--- src/design/assert_macros.svh ---
// Assertion macros shared by the receive filter RTL.
`ifndef ASSERT_MACROS_SVH
`define ASSERT_MACROS_SVH
`ifndef NO_ASSERTIONS
// Same-cycle implication, disabled in reset.
`define ASSERT_IMP(lbl, clk, rst_n, ante, cons, msg) \
    lbl: assert property (@(posedge clk) disable iff (!(rst_n)) (ante) |-> (cons)) \
        else $error(msg);
// Next-cycle implication, disabled in reset.
`define ASSERT_NXT(lbl, clk, rst_n, ante, cons, msg) \
    lbl: assert property (@(posedge clk) disable iff (!(rst_n)) (ante) |=> (cons)) \
        else $error(msg);
`else
`define ASSERT_IMP(lbl, clk, rst_n, ante, cons, msg)
`define ASSERT_NXT(lbl, clk, rst_n, ante, cons, msg)
`endif
`endif

--- src/design/prsf_pkg.sv ---
// Shared constants, types and codes of the packet receive sequence filter.
package prsf_pkg;

    localparam int HDR_LEN      = 18;
    localparam int MAX_PAYLOAD  = 1024;
    localparam int BUF_CAP      = HDR_LEN + MAX_PAYLOAD;
    localparam int IDX_W        = $clog2(BUF_CAP + 1);
    localparam int HDR_IDX_W    = $clog2(HDR_LEN);
    localparam int ACK_FRAME_LEN = 5;
    localparam int SIZE_LIMIT   = 16 + MAX_PAYLOAD;

    localparam logic [7:0]  ACK_CHAR  = 8'h2B;     // '+'
    localparam logic [16:0] SUM_PASS  = 17'h0FFFF;
    localparam logic [15:0] SIZE_SAT  = 16'hFFFF;

    // Result status codes
    localparam logic [2:0] ST_ACCEPTED  = 3'd0;
    localparam logic [2:0] ST_DUPLICATE = 3'd1;
    localparam logic [2:0] ST_CSUM_ERR  = 3'd2;
    localparam logic [2:0] ST_TOO_LARGE = 3'd3;
    localparam logic [2:0] ST_SIZE_MISM = 3'd4;
    localparam logic [2:0] ST_ACK_FRAME = 3'd5;

    // Configuration register indexes
    localparam logic [1:0] CFG_SYNC_WINDOW = 2'd0;
    localparam logic [1:0] CFG_SERIAL_LIM  = 2'd1;
    localparam logic [1:0] CFG_PEER_FIRST  = 2'd2;
    localparam logic [1:0] CFG_RESTART     = 2'd3;

    localparam logic [29:0] RST_SYNC_WINDOW = 30'd16;
    localparam logic [30:0] RST_SERIAL_LIM  = 31'h4000_0000;
    localparam logic [31:0] RST_PEER_FIRST  = 32'h4000_0001;
    localparam logic [31:0] RST_RESTART     = 32'h4000_0002;
    localparam logic [31:0] RST_EXPECTED    = 32'h4000_0002;

    typedef struct packed {
        logic [29:0] sync_window;
        logic [30:0] serial_limit;
        logic [31:0] peer_first;
        logic [31:0] restart_marker;
    } t_serial_cfg;

    typedef struct packed {
        logic [2:0]  status;
        logic        send_ack;
        logic        exp_we;
        logic [31:0] exp_next;
    } t_verdict;

endpackage

--- src/design/packet_receive_sequence_filter.sv ---
// Top level: byte-serial frame receiver with checksum and serial filter.
//
//  channel | signals                                   | moves
//  --------+-------------------------------------------+-----------------------
//  in      | i_in_valid / o_in_ready                   | one frame byte request
//  out     | o_out_valid / i_out_ready                 | one verdict per frame
//  cfg     | i_cfg_we, i_cfg_idx, i_cfg_data           | register write, no wait
//
//  One byte per cycle sustained; the per-byte sum add, header capture and
//  the last-byte verdict all sit between the input register and the result
//  register, so a verdict shows in the cycle after its last byte is taken.
//  Synchronous active-low reset clears the byte count, sum and valids, loads
//  the config registers with their defaults and the expected serial with
//  the restart value.
//  A held result stalls only a last byte waiting in the input register;
//  ordinary bytes keep flowing while the result waits.
module packet_receive_sequence_filter
    import prsf_pkg::*;
(
    input  logic        i_clk,
    input  logic        i_rst_n,
    // byte input
    input  logic        i_in_valid,
    output logic        o_in_ready,
    input  logic [7:0]  i_data_byte,
    input  logic        i_last_byte,
    // result output
    output logic        o_out_valid,
    input  logic        i_out_ready,
    output logic [2:0]  o_status,
    output logic        o_send_ack,
    output logic [31:0] o_serial,
    output logic [15:0] o_payload_size,
    output logic [15:0] o_dest_app,
    output logic [15:0] o_src_app,
    output logic [15:0] o_dest_sub,
    output logic [15:0] o_src_sub,
    // configuration
    input  logic        i_cfg_we,
    input  logic [1:0]  i_cfg_idx,
    input  logic [31:0] i_cfg_data
);

`include "assert_macros.svh"

    // ---- configuration registers ----
    t_serial_cfg r_cfg;

    always_ff @(posedge i_clk) begin
        if (!i_rst_n) begin
            r_cfg.sync_window    <= RST_SYNC_WINDOW;
            r_cfg.serial_limit   <= RST_SERIAL_LIM;
            r_cfg.peer_first     <= RST_PEER_FIRST;
            r_cfg.restart_marker <= RST_RESTART;
        end else if (i_cfg_we) begin
            case (i_cfg_idx)
                CFG_SYNC_WINDOW: r_cfg.sync_window    <= i_cfg_data[29:0];
                CFG_SERIAL_LIM:  r_cfg.serial_limit   <= i_cfg_data[30:0];
                CFG_PEER_FIRST:  r_cfg.peer_first     <= i_cfg_data;
                CFG_RESTART:     r_cfg.restart_marker <= i_cfg_data;
                default: ;
            endcase
        end
    end

    // ---- input register ----
    logic       r_in_valid;
    logic [7:0] r_in_byte;
    logic       r_in_last;
    logic       adv;        // input register moves into the frame state
    logic       r_out_valid;

    // a last byte needs a free result slot, other bytes always advance
    assign adv        = r_in_valid && (!r_in_last || !r_out_valid || i_out_ready);
    assign o_in_ready = !r_in_valid || adv;

    always_ff @(posedge i_clk) begin
        if (!i_rst_n) begin
            r_in_valid <= 1'b0;
        end else if (o_in_ready) begin
            r_in_valid <= i_in_valid;
        end
    end

    always_ff @(posedge i_clk) begin
        if (o_in_ready && i_in_valid) begin
            r_in_byte <= i_data_byte;
            r_in_last <= i_last_byte;
        end
    end

    // ---- frame state ----
    logic [IDX_W-1:0] r_idx;
    logic [IDX_W-1:0] n_idx;
    logic [16:0]      r_sum;
    logic [16:0]      n_sum;
    logic [16:0]      sum_raw;
    logic [15:0]      addend;
    logic [31:0]      r_expected;
    logic [7:0]       r_hdr [HDR_LEN];
    logic [7:0]       n_hdr [HDR_LEN];
    logic [7:0]       hv    [HDR_LEN];   // header as seen by this frame
    logic             room;
    logic             in_hdr;
    logic             take;
    logic [31:0]      size_raw;

    assign room     = r_idx < IDX_W'(BUF_CAP);
    assign in_hdr   = r_idx < IDX_W'(HDR_LEN);
    assign n_idx    = room ? r_idx + IDX_W'(1) : r_idx;
    // size bytes are all present by the time payload bytes arrive
    assign size_raw = {r_hdr[5], r_hdr[4], r_hdr[3], r_hdr[2]};
    assign take     = room && (in_hdr || ((32'(r_idx) - 32'(HDR_LEN)) < size_raw));

    // little-endian pairs: odd positions are the high byte
    assign addend  = r_idx[0] ? {r_in_byte, 8'h00} : {8'h00, r_in_byte};
    assign sum_raw = r_sum + {1'b0, addend};
    always_comb begin
        n_sum = r_sum;
        if (take) begin
            n_sum = sum_raw[16] ? ({1'b0, sum_raw[15:0]} + 17'd1) : sum_raw;
        end
    end

    always_comb begin
        for (int i = 0; i < HDR_LEN; i++) begin
            n_hdr[i] = r_hdr[i];
        end
        if (in_hdr) begin
            n_hdr[r_idx[HDR_IDX_W-1:0]] = r_in_byte;
        end
        // bytes not yet received in this frame read as zero
        for (int i = 0; i < HDR_LEN; i++) begin
            hv[i] = (IDX_W'(i) < n_idx) ? n_hdr[i] : 8'h00;
        end
    end

    always_ff @(posedge i_clk) begin
        if (adv && in_hdr) begin
            r_hdr[r_idx[HDR_IDX_W-1:0]] <= r_in_byte;
        end
    end

    // ---- last-byte decision ----
    logic [31:0] hdr_size;
    logic [31:0] hdr_serial;
    logic        is_ack;
    t_verdict    verdict;

    assign hdr_size   = {hv[5], hv[4], hv[3], hv[2]};
    assign hdr_serial = {hv[17], hv[16], hv[15], hv[14]};
    assign is_ack     = (n_idx == IDX_W'(ACK_FRAME_LEN)) && (hv[4] == ACK_CHAR);

    prsf_verdict u_verdict (
        .i_csum_pass (n_sum == SUM_PASS),
        .i_serial    (hdr_serial),
        .i_size      (hdr_size),
        .i_rec_len   (n_idx),
        .i_expected  (r_expected),
        .i_cfg       (r_cfg),
        .o_verdict   (verdict)
    );

    always_ff @(posedge i_clk) begin
        if (!i_rst_n) begin
            r_idx      <= '0;
            r_sum      <= '0;
            r_expected <= RST_EXPECTED;
        end else if (adv) begin
            if (r_in_last) begin
                r_idx <= '0;
                r_sum <= '0;
                if (!is_ack && verdict.exp_we) begin
                    r_expected <= verdict.exp_next;
                end
            end else begin
                r_idx <= n_idx;
                r_sum <= n_sum;
            end
        end
    end

    // ---- result register ----
    logic [2:0]  r_status;
    logic        r_send_ack;
    logic [31:0] r_serial;
    logic [15:0] r_size;
    logic [15:0] r_dest_app;
    logic [15:0] r_src_app;
    logic [15:0] r_dest_sub;
    logic [15:0] r_src_sub;

    always_ff @(posedge i_clk) begin
        if (!i_rst_n) begin
            r_out_valid <= 1'b0;
        end else if (adv && r_in_last) begin
            r_out_valid <= 1'b1;
        end else if (i_out_ready) begin
            r_out_valid <= 1'b0;
        end
    end

    always_ff @(posedge i_clk) begin
        if (adv && r_in_last) begin
            if (is_ack) begin
                r_status   <= ST_ACK_FRAME;
                r_send_ack <= 1'b0;
                r_serial   <= {hv[3], hv[2], hv[1], hv[0]};
                r_size     <= '0;
                r_dest_app <= '0;
                r_src_app  <= '0;
                r_dest_sub <= '0;
                r_src_sub  <= '0;
            end else begin
                r_status   <= verdict.status;
                r_send_ack <= verdict.send_ack;
                r_serial   <= hdr_serial;
                r_size     <= (hdr_size > {16'h0, SIZE_SAT}) ? SIZE_SAT : hdr_size[15:0];
                r_dest_app <= {hv[7],  hv[6]};
                r_src_app  <= {hv[9],  hv[8]};
                r_dest_sub <= {hv[11], hv[10]};
                r_src_sub  <= {hv[13], hv[12]};
            end
        end
    end

    assign o_out_valid    = r_out_valid;
    assign o_status       = r_status;
    assign o_send_ack     = r_send_ack;
    assign o_serial       = r_serial;
    assign o_payload_size = r_size;
    assign o_dest_app     = r_dest_app;
    assign o_src_app      = r_src_app;
    assign o_dest_sub     = r_dest_sub;
    assign o_src_sub      = r_src_sub;

    // ---- assertions ----
    `ASSERT_NXT(a_frame_restart, i_clk, i_rst_n, adv && r_in_last, r_idx == '0, "index not cleared after last byte")
    `ASSERT_NXT(a_result_loaded, i_clk, i_rst_n, adv && r_in_last, o_out_valid, "last byte gave no result")
    `ASSERT_IMP(a_idx_bound, i_clk, i_rst_n, 1'b1, r_idx <= IDX_W'(BUF_CAP), "byte index past buffer")
    `ASSERT_IMP(a_sum_bound, i_clk, i_rst_n, 1'b1, r_sum <= 17'h10000, "running sum not folded")
    `ASSERT_IMP(a_ack_no_send, i_clk, i_rst_n, o_out_valid && (o_status == ST_ACK_FRAME), !o_send_ack, "ack frame asks for ack")

endmodule

--- src/design/prsf_verdict.sv ---
// Data frame verdict: checksum, serial resync rules, size checks.
module prsf_verdict
    import prsf_pkg::*;
(
    input  logic               i_csum_pass,
    input  logic [31:0]        i_serial,
    input  logic [31:0]        i_size,
    input  logic [IDX_W-1:0]   i_rec_len,
    input  logic [31:0]        i_expected,
    input  t_serial_cfg        i_cfg,
    output t_verdict           o_verdict
);

    logic [32:0] swin;
    logic        dup;
    logic [31:0] exp_sync;
    logic [31:0] exp_inc;
    logic        mismatch;

    assign swin = {1'b0, i_serial} + {3'b000, i_cfg.sync_window};
    assign mismatch = (i_rec_len < IDX_W'(HDR_LEN))
                   || (i_size != (32'(i_rec_len) - 32'(HDR_LEN)));

    always_comb begin
        dup      = 1'b0;
        exp_sync = i_serial;
        if (i_expected == i_serial) begin
            exp_sync = i_expected;
        end else if (i_serial == i_cfg.peer_first) begin
            exp_sync = 32'h0;
        end else if (i_expected == i_cfg.restart_marker) begin
            exp_sync = i_serial;
        end else if (((i_expected > i_serial) && ({1'b0, i_expected} <= swin))
                     || (swin >= {2'b00, i_cfg.serial_limit})) begin
            dup      = 1'b1;
            exp_sync = i_expected;
        end
    end

    // wraps to one at the limit
    always_comb begin
        exp_inc = exp_sync + 32'd1;
        if (exp_inc == {1'b0, i_cfg.serial_limit}) begin
            exp_inc = 32'd1;
        end
    end

    always_comb begin
        o_verdict.send_ack = i_csum_pass;
        o_verdict.exp_we   = i_csum_pass;
        o_verdict.exp_next = exp_sync;
        if (!i_csum_pass) begin
            o_verdict.status = ST_CSUM_ERR;
        end else if (dup) begin
            o_verdict.status = ST_DUPLICATE;
        end else if (i_size > 32'(SIZE_LIMIT)) begin
            o_verdict.status = ST_TOO_LARGE;
        end else if (mismatch) begin
            o_verdict.status = ST_SIZE_MISM;
        end else begin
            o_verdict.status   = ST_ACCEPTED;
            o_verdict.exp_next = exp_inc;
        end
    end

endmodule
--- config.mk ---
export PLATFORM = sky130hd
export DESIGN_NAME = packet_receive_sequence_filter
export DESIGN_NICKNAME = d
export VERILOG_FILES = /design/src/design/prsf_pkg.sv /design/src/design/packet_receive_sequence_filter.sv /design/src/design/prsf_verdict.sv
export VERILOG_INCLUDE_DIRS = /design/src /design/src/design
export SDC_FILE = /design/constraint.sdc
export NUM_CORES = 1
export LEC_CHECK = 0
export BUFFER_PORTS_ARGS = -buffer_cell sky130_fd_sc_hd__buf_2
export CAP_MARGIN = 20
export CORE_AREA = 4 4 275 277
export DETAILED_ROUTE_END_ITERATION = 8
export DIE_AREA = 0 0 279 281
export RECOVER_POWER = 100
export SYNTH_ARGS = -nofsm -noshare
export SYNTH_HDL_FRONTEND = slang
export SYNTH_SLANG_ARGS = --single-unit
--- constraint.sdc ---
create_clock -name i_clk -period 14.1 [get_ports i_clk]
set_input_delay 2.82 -clock i_clk [delete_from_list [all_inputs] [get_ports i_clk]]
set_output_delay 2.82 -clock i_clk [all_outputs]
set_load 0.02 [all_outputs]
==> results of run 1 <==
[synthesized netlist by cell type, types with 23 or more instances]
master / instances / area, µm²
nand2_1: 504 / 1890
a21oi_1: 340 / 1700
edfxtp_1: 269 / 8080
dfxtp_1: 187 / 3740
nor2_1: 185 / 694
ha_1: 183 / 2290
inv_1: 163 / 612
nand3_1: 160 / 801
o21ai_0: 144 / 721
clkbuf_1: 117 / 439
xnor2_1: 86 / 753
nor3_1: 82 / 410
xor2_1: 75 / 657
mux2i_1: 63 / 631
a21o_1: 57 / 428
nand4_1: 50 / 313
or2_2: 48 / 300
nor4_1: 36 / 225
nor2b_1: 31 / 194
and2_1: 29 / 181
a211oi_1: 28 / 210
a22oi_1: 28 / 210
and3_1: 23 / 144
nand2b_1: 23 / 144
[state kept, by name, indices dropped and copies added (netlist names)]
signal,count
r_sum,17
o_send_ack,1
o_payload_size,16
o_out_valid,1
r_expected,32
o_serial,32
o_src_app,16
o_status,3
r_hdr,144
o_src_sub,16
r_in_valid,1
o_dest_app,16
o_dest_sub,16
r_in_last,1
r_in_byte,8
r_cfg,125
r_idx,11
[through the flow]
stage / total power, mW / hold WS, ns / worst slack [ns] / area (µm²)
floorplan: 1.62 / 0.436 / 3.09 / 29100
global placement: 1.72 / 0.443 / 0.141 / 30900
detailed placement: 1.72 / 0.451 / 0.782 / 30900
CTS: 3.23 / 0.458 / 0.694 / 32800
global route: 3.31 / 0.473 / 0.0684 / 32500
finish: 3.21 / 0.456 / 0.767 / 32500
[layer usage]
metal  part of all wire, %  up-vias  wire [µm]  GRT usage [%]
met5                     0        -          0              0
met4                   4.1        0       4420           9.86
met3                   6.3      198       6850           3.47
met2                    46     1005      50500           44.5
met1                    43    12600      47300           36.1
li1                      -    12200          -              -
[cell families (layout without fill, tap and decap cells)]
logic type	after synthesis	after routing
buffers and inverters	320	487
and+or+nand+nor	1279	1279
AOI/OAI and AO/OA	825	825
adders and majority gates	185	185
DFF	456	456
muxes	77	77
xor gates and xnor gates	162	162
[power groups by stage]
stage	combinational, mW	clock, mW	sequential (mW)
6_report	0.241	1.52	1.45
5_1_grt	0.260	1.59	1.46
4_1_cts	0.244	1.54	1.45
3_5_place_dp	0.243	0	1.48
3_3_place_gp	0.241	0	1.48
2_1_floorplan	0.135	0	1.49
[worst paths after layout]
kind              startpoint              to  slack, ns  cells past startpoint
setup reg to reg    r_idx[1]  r_expected[13]       0.77                     45
hold / removal     r_cfg[87]       r_cfg[87]       0.46                      2
setup / recovery    r_idx[1]  r_expected[13]       0.77                     45
hold reg to reg    r_cfg[87]       r_cfg[87]       0.46                      2
[area by class of cell]
class                           instances  area [µm²]
Inverter                              164         618
Fill cell                            7284       40300
Tap cell                              959        1200
Clock inverter                         30         395
Multi-Input combinational cell       2528       16000
Sequential cell                       456       11800
Clock buffer                           72        1540
Timing Repair Buffer                  221         992
[worst register-to-register path: cells and delay by family (launching register included)]
family,cells,cell delay [ns]
DFF,1,0.53
buffers and inverters,4,1.42
AOI/OAI and AO/OA,16,4.20
and+or+nand+nor,20,5.39
adders and majority gates,4,1.49
xor gates and xnor gates,1,0.17
[repair_timing]
action | 4_1_cts | 5_1_grt
endpoints found under the setup margin | 0 | 28
gates resized for setup | 0 | 2
setup buffers | 0 | 0
endpoints found under the hold margin | 0 | 0
hold buffers | 0 | 0
==> flow_metrics.py, run 1 <==
metrics = {
    "status": {
        "outcome": "complete, but fails checks",
        "violations": "max-capacitance violations, max-slew violations",
    },
    "timing": {
        "slew_headroom_pct": -146,
        "clock_skew_ns": 0.0543,
        "slew_viol_final": 555,
        "fmax_mhz": 75.0,
        "fin_crit_sh_pct": 94.6,
        "hold_violations": 0,
        "timing.final.setup_violations": 0,
        "worst_pin_slew_ns": 3.70,
        "fin_crit_ns": 13.33,
        "setup-tns-final_ns": 0,
        "rsz0062_at_grt": "false",
    },
    "placement": {
        "numPortBuffers": 165,
        "gp_congestion": 0.991,
        "dp_cells": 4328,
        "place_hpwl_um": 81900,
    },
    "finish": {
        "final_cell_mix": "nand2_1 (502), a21oi_1 (340), edfxtp_1 (269)",
        "drive_above_1_share_pct": 8.04,
        "final_cells": 4430,
        "area_delta_synth_final_pct": 11.8,
        "n_antenna_cell": 0,
        "final_nets": 3658,
        "final_common_cell": "nand2_1",
        "post-route-util_pct": 44.7,
    },
    "yosys": {
        "synth_xor_area_share_pct": 4.92,
        "async_flop_share_pct": 0,
        "synth_seq_area_share_pct": 40.6,
        "yosys.area_share.simple_pct": 21.4,
        "syn-instance-count": 3304,
        "synth_cell_types": 114,
        "synth_area_um2": 29100,
        "synth_fp_nets": 3537,
        "synth_top_family_by_area": "simple AND/OR/NAND/NOR gates",
        "ys_ff_latch": 456,
        "yosysWarnings": 0,
        "synth.area.mux_share_pct": 2.74,
        "synth-compound-area-share_pct": 17.9,
        "syn_area_per_cell_um2": 8.81,
        "synthFlopType": "edfxtp_1",
        "synthAdderAreaFrac_pct": 8.00,
        "synth-edff-count": 269,
    },
    "cts": {
        "clockRootBuffer": "clkbuf_16",
        "cts_buffers": 54,
        "clock_latency_ns": 0.65,
        "cts.path.max_buffers": 3,
        "clkTransAtPathRegs_ns": 0.06,
        "htree_levels": 2,
        "cts_sinks": 456,
        "cts_tree": "done",
    },
    "pwr": {
        "netSwitchingPower_mw": 0.820,
        "combPwrFrac_pct": 7.5,
        "p_sw_share_pct": 25.5,
        "p_seq_share_pct": 45.3,
        "irDropWorstVdd_mv": 0.103,
        "powerDensity_nw_per_um2": 98.6,
        "p_leak_nw": 12.7,
        "clkPwrFrac_pct": 47.2,
        "p_int_mw": 2.39,
    },
    "drt": {
        "wirelength_um": 109000,
        "first_pass_iters": 5,
        "vias": 26000,
        "wire_per_inst_um": 24.6,
        "first_iter_violations": 2331,
        "avgViaCountPerCell": 5.88,
        "drc": 0,
        "ant_nets": 0,
    },
    "setup_path": {
        "crit_type": "register to register",
        "critPathMaxStageDelay_ns": 0.80,
        "crit_path_start_kind": "register",
        "crit_path_frequent_cell": "a21o_1",
        "critical_path.endpoint_type": "register",
        "crit_arrival_ns": 13.85,
        "critPathTopFamily": "simple AND/OR/NAND/NOR gates",
        "worst-path-buf-inv": 4,
        "slowest_stage": "a32oi_1",
        "worstPathMaxFanout": 19,
        "cp.required_ns": 14.62,
    },
    "floorplanning": {
        "initial_utilization_pct": 40.0,
        "dieHeight_um": 281,
        "die-area_um2": 78400,
        "core_area_um2": 72800,
        "dieWidth_um": 279,
        "pin_count": 166,
        "rows": 99,
    },
    "global_route": {
        "gr-total-overflow": 0,
        "grt_pass1_wl_um": 161000,
        "first_global_vias": 24900,
        "grt_usage_pct": 26.9,
        "grt_start_max_net_pins": 77,
        "antenna_found_initial": 0,
    },
    "job": {
        "max_cap_viol_count": 14,
    },
    "worst_hold_path": {
        "hold_class": "register to register",
    },
}
(Power assumes the default switching activity.)
==> inputs of run 2 (changes only) <==
--- a/config.mk
+++ b/config.mk
@@ -8,9 +8,9 @@
 export LEC_CHECK = 0
 export BUFFER_PORTS_ARGS = -buffer_cell sky130_fd_sc_hd__buf_2
 export CAP_MARGIN = 20
-export CORE_AREA = 4 4 275 277
+export CORE_AREA = 4 4 260 262
 export DETAILED_ROUTE_END_ITERATION = 8
-export DIE_AREA = 0 0 279 281
+export DIE_AREA = 0 0 264 266
 export RECOVER_POWER = 100
 export SYNTH_ARGS = -nofsm -noshare
 export SYNTH_HDL_FRONTEND = slang
==> flow_metrics.py, run 2 (synthesized netlist as in run 1, its figures left out) <==
metrics = {
    "timing": {
        "slew_viol_final": 664,
        "hold_ws_ns": 0.458,
        "timing.final.setup_violations": 0,
        "worst_pin_slew_ns": 4.69,
        "hold_violations": 0,
        "clock_skew_ns": 0.0237,
        "setup-tns-final_ns": 0,
        "slew_headroom_pct": -212,
        "fmax_mhz": 75.8,
        "fin_crit_sh_pct": 93.6,
        "fin_crit_ns": 13.20,
        "rsz0062_at_grt": "false",
    },
    "global_route": {
        "first_global_vias": 25500,
        "antenna_found_initial": 3,
        "grt_pass1_wl_um": 169000,
        "grt_start_max_net_pins": 85,
        "grt_usage_pct": 31.8,
        "gr-total-overflow": 0,
    },
    "floorplanning": {
        "pin_count": 166,
        "rows": 94,
        "dieHeight_um": 266,
        "die-area_um2": 70200,
        "core_area_um2": 65400,
        "dieWidth_um": 264,
        "initial_utilization_pct": 44.5,
    },
    "cts": {
        "clockRootBuffer": "clkbuf_16",
        "cts_tree": "done",
        "cts.path.max_buffers": 3,
        "post_cts_resized": 0,
        "post_cts.repair.setup_buffers": 0,
        "clock_latency_ns": 0.62,
        "cts_hold_buf": 0,
        "cts_sinks": 456,
        "cts_buffers": 53,
        "clkTransAtPathRegs_ns": 0.06,
        "htree_levels": 2,
    },
    "finish": {
        "final_nets": 3656,
        "drive_above_1_share_pct": 7.87,
        "final_common_cell": "nand2_1",
        "largest_reg_flops": 144,
        "final_cell_mix": "nand2_1 (504), a21oi_1 (340), edfxtp_1 (269)",
        "area_delta_synth_final_pct": 11.2,
        "layout.area.seq_um2": 11800,
        "fillers": 6359,
        "multi_input_area_um2": 16000,
    },
    "setup_path": {
        "critical_path.endpoint_type": "register",
        "crit_type": "register to register",
        "critPathMaxStageDelay_ns": 0.74,
        "worstPathMaxFanout": 34,
        "crit_path_frequent_cell": "a21o_1",
        "crit_path_start_kind": "register",
        "cp.required_ns": 14.60,
        "crit_arrival_ns": 13.70,
        "slowest_stage": "clkbuf_1",
    },
    "placement": {
        "numPortBuffers": 165,
        "gp_congestion": 1.01,
        "place_hpwl_um": 87600,
    },
    "pwr": {
        "irDropWorstVdd_mv": 0.0974,
        "p_leak_nw": 12.7,
        "powerDensity_nw_per_um2": 97.9,
    },
    "worst_hold_path": {
        "hold_class": "register to register",
    },
    "drt": {
        "first_iter_violations": 2398,
        "first_pass_iters": 6,
        "wire_per_inst_um": 26.8,
        "ant_nets": 0,
        "drc": 0,
        "vias": 26500,
        "avgViaCountPerCell": 6.11,
        "wirelength_um": 116000,
    },
    "status": {
        "violations": "max-capacitance violations, max-slew violations",
        "outcome": "complete, but fails checks",
    },
    "job": {
        "max_cap_viol_count": 17,
    },
}
run 2: critical path, delay by kind of cell, from the launching register on:
kind	cells	cell delay (ns)
adder cells (fa/ha/maj)	3	0.88
XOR/XNOR	1	0.20
multiplexers	1	0.50
AO/OA/AOI/OAI	19	5.52
buffers and inverters	6	2.36
flip-flops	1	0.54
AND/OR/NAND/NOR	13	3.05
run 2: worst paths after layout:
path | cells past startpoint | startpoint | slack, ns | endpoint
setup / recovery | 43 | r_idx[0] | 0.90 | r_expected[3]
hold / removal | 2 | r_cfg[84] | 0.46 | r_cfg[84]
setup reg to reg | 43 | r_idx[0] | 0.90 | r_expected[3]
hold reg to reg | 2 | r_cfg[84] | 0.46 | r_cfg[84]
run 2: through the flow:
stage	power [mW]	util (%)	setup slack, ns	area, µm²	std cells
CTS	3.19	49.9	1.25	32600	4329
finish	3.17	49.5	0.905	32400	4332
global placement	1.72	47.1	1.43	30800	4230
floorplan	1.62	-	3.09	29100	3304
global route	3.26	49.5	0.104	32400	4331
detailed placement	1.73	47.1	1.30	30800	4230
run 2: final cells by class:
type	count	area share, %
Timing Repair Buffer	220	3.10
Multi-Input combinational cell	2528	49.4
Clock inverter	33	1.30
Antenna cell	1	0.00773
Sequential cell	456	36.5
Inverter	164	1.91
Tap cell	864	3.34
Clock buffer	66	4.40
run 2: power by group:
group	leakage, nW	switching (mW)	internal (mW)
Sequential	3.99	0.0221	1.43
Clock	0.895	0.598	0.868
Combinational	7.82	0.176	0.0693
run 2: per-layer routing:
layer	track usage, %	share of wire, %
met1	40.2	40
met2	53.2	47
met3	5.18	6.7
met4	15.6	5.7
met5	0	0.023
